## config.mk

```make
export PLATFORM = sky130hd
export DESIGN_NAME = afc_plane
export DESIGN_NICKNAME = d
export VERILOG_FILES = /design/src/rtl/afc_pkg.sv /design/src/rtl/afc_plane.sv
export SDC_FILE = /design/constraint.sdc
export NUM_CORES = 2
export LEC_CHECK = 0
export ABC_CLOCK_PERIOD_IN_PS = 9700
export BUFFER_PORTS_ARGS = -buffer_cell sky130_fd_sc_hd__buf_2
export CELL_PAD_IN_SITES_DETAIL_PLACEMENT = 1
export CELL_PAD_IN_SITES_GLOBAL_PLACEMENT = 2
export CORE_ASPECT_RATIO = 2
export CORE_MARGIN = 2
export CORE_UTILIZATION = 42
export DETAILED_ROUTE_END_ITERATION = 16
export PLACE_DENSITY_LB_ADDON = 0.05
export SLEW_MARGIN = 20
export SYNTH_ARGS = -nofsm -noshare
export SYNTH_HDL_FRONTEND = slang
export SYNTH_SLANG_ARGS = --single-unit
```

## constraint.sdc

```tcl
create_clock -name clk -period 9.7 [get_ports clk]
set_input_delay 0.485 -clock clk [delete_from_list [all_inputs] [get_ports clk]]
set_output_delay 0.485 -clock clk [all_outputs]
set_load 0.01 [all_outputs]
```

## src/rtl/afc_pkg.sv

```systemverilog
// shared constants and types for the box frustum cull core
package afc_pkg;

	localparam int NUM_PLANE_REGS = 6;
	localparam int CFG_INDEX_BITS = 3;
	localparam int PLANE_BITS     = 64;
	localparam int AXES           = 3;
	localparam int NRM_BITS       = 14;
	localparam int OFS_BITS       = 22;
	localparam int OFS_LSB        = AXES * NRM_BITS;
	localparam int OUT_BYTES_W    = 8;

	typedef logic [PLANE_BITS-1:0] plane_t;

	// stage load enables handed to each plane unit
	typedef struct packed {
		logic en_s2;
		logic en_s3;
	} afc_stage_en_t;

endpackage

```

## src/rtl/afc_plane.sv

```systemverilog
// one frustum plane: products, sums and the inside test for a box
module afc_plane
	import afc_pkg::*;
#(
	parameter int COORD_BITS = 16
) (
	input  logic                        clk,
	input  afc_stage_en_t               en,
	input  logic signed [COORD_BITS:0]  sum_s1 [AXES],
	input  logic [COORD_BITS-1:0]       span_s1 [AXES],
	input  plane_t                      plane,
	output logic                        in_front
);

	localparam int SUM_W  = COORD_BITS + 1;
	localparam int PROD_W = SUM_W + NRM_BITS;
	localparam int EXTP_W = COORD_BITS + NRM_BITS;
	localparam int DIST_W = COORD_BITS + 18;
	localparam int EXT_W  = COORD_BITS + 16;

	logic signed [NRM_BITS-1:0] nrm [AXES];
	logic [NRM_BITS-1:0]        nrm_mag [AXES];
	logic signed [OFS_BITS-1:0] ofs;

	logic signed [PROD_W-1:0]   dprod_s2 [AXES];
	logic [EXTP_W-1:0]          eprod_s2 [AXES];
	logic signed [DIST_W-1:0]   dist_s3;
	logic [EXT_W-1:0]           ext_s3;
	logic signed [DIST_W-1:0]   total;

	always_comb begin
		for (int k = 0; k < AXES; k++) begin
			nrm[k]     = $signed(plane[k*NRM_BITS +: NRM_BITS]);
			nrm_mag[k] = nrm[k][NRM_BITS-1] ? NRM_BITS'(-nrm[k]) : NRM_BITS'(nrm[k]);
		end
		ofs = $signed(plane[OFS_LSB +: OFS_BITS]);
	end

	always_ff @(posedge clk) begin
		if (en.en_s2) begin
			for (int k = 0; k < AXES; k++) begin
				dprod_s2[k] <= PROD_W'(nrm[k]) * PROD_W'(sum_s1[k]);
				eprod_s2[k] <= EXTP_W'(nrm_mag[k]) * EXTP_W'(span_s1[k]);
			end
		end
	end

	always_ff @(posedge clk) begin
		if (en.en_s3) begin
			dist_s3 <= DIST_W'(dprod_s2[0]) + DIST_W'(dprod_s2[1]) + DIST_W'(dprod_s2[2])
				+ (DIST_W'(ofs) <<< 1);
			ext_s3  <= EXT_W'(eprod_s2[0]) + EXT_W'(eprod_s2[1]) + EXT_W'(eprod_s2[2]);
		end
	end

	// culled when dist < -ext
	assign total    = dist_s3 + $signed(DIST_W'({1'b0, ext_s3}));
	assign in_front = ~total[DIST_W-1];

endmodule

```

==> qor.txt <==
=================================================================================
Number of enable-type register cells in the synthesized netlist               249
CP top delay family                                                   adder cells
Type of destination of the critical path                                     flop
Final net count                                                              8364
Post_cts resized                                                                0
Overflow after GRT                                                              0
Non-Filler Cell Area, Final                                            65100 um^2
Total core area                                                       145000 um^2
Fraction of met2 tracks used by global routing                              56.3%
Max stage delay cell, worst path                                     sky130_fd_sc_hd__a221oi_1
Cell count after placement                                                   8190
Number of antenna violations at the first check in global routing               8
Starting density of the core                                                42.3%
Global-route usage over all layers                                          26.7%
Prevailing post-synth register cell                                  sky130_fd_sc_hd__edfxtp_1
Number of I/O pins                                                            167
Num Clock Sinks                                                               249
Number of H-tree branching levels                                               1
CP bufs+invs                                                                    3
Count of cell types in the netlist                                             67
Part of the Yosys area used for sequential elements                         12.2%
# port buffers                                                                166
Total of max-cap violations                                                     0
Min-delay worst type                                                 input port to flop
Largest fanout on the critical path                                            22
Met1 layer usage reported by global route                                   25.8%
Initial detailed-routing violation count                                     1617
Number of CTS-inserted buffers                                                 29
Setup bufs post-CTS                                                             0
Count of vias placed by the detailed router                                 43400
Final clock period utilization by the worst path                            82.6%
Number of instances in the synthesized netlist                               6312
Layout fillers                                                              16500
Top cell types by occurrence after synthesis                         sky130_fd_sc_hd__fa_1 (1282), sky130_fd_sc_hd__inv_1 (1263), sky130_fd_sc_hd__nand2_1 (847)
Standard-cell row count                                                       198
Critical path launch point type                                        input port
Final number of setup-violating endpoints                                       0
Crit-path max cell delay                                                   620 ps
HPWL after detailed placement                                           164000 um
Horizontal die dimension                                                   274 um
Slew at the pin with the worst max-slew slack                             1060 ps
Placed cell areas                                                      64200 um^2
Drt wl/cell                                                               23.2 um
Result of the run                                                       completed
Count of endpoints failing hold in the final timing report                      0
Hold buffer count at cts                                                        0
Cell area after synthesis                                              61500 um^2
Via count of the first global-routing pass                                  51700
Synth top area cells                                                 sky130_fd_sc_hd__fa_1 (42%), sky130_fd_sc_hd__edfxtp_1 (12%), sky130_fd_sc_hd__ha_1 (12%)
Final setup margin                                                        1690 ps
Flops & latches, synth                                                        249
Number of warnings issued by yosys                                              0
Clk_lat worst skew                                                         570 ps
Worst path most repeated cell                                        sky130_fd_sc_hd__fa_1
Proportion of netlist area held by the largest area contributor             41.8%
Final antenna-violating net count                                               0
TritonCTS clock tree                                                        built
Maximum clock path buffer count                                                 3
Dominant cell type by area after synthesis                           sky130_fd_sc_hd__fa_1
Most numerous cell in the Yosys netlist                              sky130_fd_sc_hd__fa_1
Post-Route Skew                                                           11.1 ps
Setup repair after global routing missed its margin                            no
Crit Path Category                                                   input port to flop
Most Used Layer, Global Route                                                met2
Layout cells sized above 1                                                  4.40%
Clock slew seen by the registers of the worst setup and hold paths          60 ps
Final Routed Wirelength                                                 192000 um
Crit path required time                                                  10010 ps
Die Height                                                                 545 um
Place WS                                                                  1090 ps
Fraction of synthesis flops using an asynchronous set or reset pin             0%
Via-per-instance ratio                                                       5.27
Routability-driven placement congestion ratio                               0.881
Antenna diode count                                                             0
Arrival time at the worst endpoint                                        8320 ps
Normalized max-slew margin                                                  28.8%
Maximum clock frequency                                                   125 MHz
Root buffer cell                                                     sky130_fd_sc_hd__clkbuf_16
Die area                                                              150000 um^2
Count of final max-slew check failures                                          0
Nets in the synthesized netlist                                              8355
Final routed DRC violation total                                                0
Crit-path cells                                                      buf_2 > nor4_1 > nand4_1 > o41ai_1 > xnor2_2 > and2_1 > fa_1 > fa_1 > fa_1 > fa_1 > fa_1 > inv_1 > fa_1 > inv_1 > ha_1 > a21o_1 > a21o_1 > or3_1 > o21ba_2 > o31a_1 > a221oi_1 > o21ai_0 > xnor2_1
Wire length of the first global-routing pass                            299000 um
Non-Filler Instances                                                         8238
Sum of negative setup slack                                                  0 ps
Pin count of the biggest net entering global routing                           75
First-pass iteration count of the detailed router                               7
Mean area per synthesized cell                                          9.74 um^2
Minimum clock period                                                      8010 ps
Met3 Track Usage GR                                                         1.30%
Area growth from synthesis to layout                                        5.90%
=================================================================================
==> layout make-up <==
| class | instances | area [um^2] | share of cell area (%) |
|---|---|---|---|
| clock inverter | 16 | 164 | 0.252 |
| inverter | 1263 | 4740 | 7.28 |
| tap | 1900 | 2380 | 3.65 |
| clock buffer | 32 | 737 | 1.13 |
| sequential | 249 | 7480 | 11.5 |
| multi-input combinational | 4563 | 48400 | 74.3 |
| timing repair buffer | 215 | 1210 | 1.86 |
==> state kept, by name (all words and copies together) (netlist names) <==
signal / count
dist_s3: 34
dprod_s2: 93
eprod_s2: 90
ext_s3: 32
==> cells by family after synthesis <==
family,Yosys count,synth area share [%]
DFF,249,12.2
adders and majority gates,1877,53.9
buffers and inverters,1500,9.16
and+or+nand+nor,1813,14.4
muxes,4,0.0672
AOI/OAI and AO/OA,614,6.72
xor gates and xnor gates,255,3.63
==> cell usage in the layout, fill, tap and decap left out, types with 29 or more instances in the layout <==
master | netlist | final
sky130_fd_sc_hd__fa_1 | 1282 | 1282
sky130_fd_sc_hd__nor3_1 | 38 | 38
sky130_fd_sc_hd__o21bai_1 | 40 | 40
sky130_fd_sc_hd__edfxtp_1 | 249 | 249
sky130_fd_sc_hd__buf_2 | 0 | 165
sky130_fd_sc_hd__ha_1 | 595 | 595
sky130_fd_sc_hd__xnor2_1 | 198 | 197
sky130_fd_sc_hd__nand2_1 | 847 | 847
sky130_fd_sc_hd__o21ai_0 | 105 | 102
sky130_fd_sc_hd__xor2_1 | 57 | 57
sky130_fd_sc_hd__inv_1 | 1263 | 1263
sky130_fd_sc_hd__nand3_1 | 41 | 41
sky130_fd_sc_hd__clkbuf_16 | 0 | 29
sky130_fd_sc_hd__and2_1 | 581 | 581
sky130_fd_sc_hd__nor2_1 | 132 | 132
sky130_fd_sc_hd__o21a_1 | 40 | 40
sky130_fd_sc_hd__nand2b_1 | 68 | 68
sky130_fd_sc_hd__buf_4 | 0 | 49
sky130_fd_sc_hd__a21oi_1 | 155 | 155
sky130_fd_sc_hd__a21o_1 | 109 | 109
==> metal layers <==
layer / up-vias / share of wire (%)
met5: - / 0.024
met4: 8 / 5.5
met3: 341 / 1.5
met2: 604 / 60
met1: 23100 / 33
li1: 19400 / -
==> path summary, 6_finish.rpt <==
path | endpoint | cells past startpoint | slack (ps) | startpoint
worst max register to register | dist_s3[28] | 14 | 5080 | dprod_s2[0][33]
worst max-delay path | eprod_s2[0][87] | 23 | 1690 | plane[32]
worst min-delay path | dprod_s2[0][46] | 1 | 410 | en[1]
worst min register to register | ext_s3[0] | 3 | 840 | eprod_s2[0][60]
==> worst register-to-register path: cells and delay by family (launching register included) <==
kind	cells	cell delay (ps)
flip-flops	1	450
AND/OR/NAND/NOR	3	500
buffers and inverters	1	80
AO/OA/AOI/OAI	6	1700
adder cells (fa/ha/maj)	4	1650
==> per-stage QoR <==
stage	util [%]	hold slack (ps)
after floorplan	-	597
after global placement	44.1	814
after detailed placement	44.1	817
after CTS	44.8	395
after global routing	44.8	413
final	44.8	405
Power is left out: the tool's default activity adds up to more than one toggle a clock period on the data nets, which glitch-free logic cannot reach.
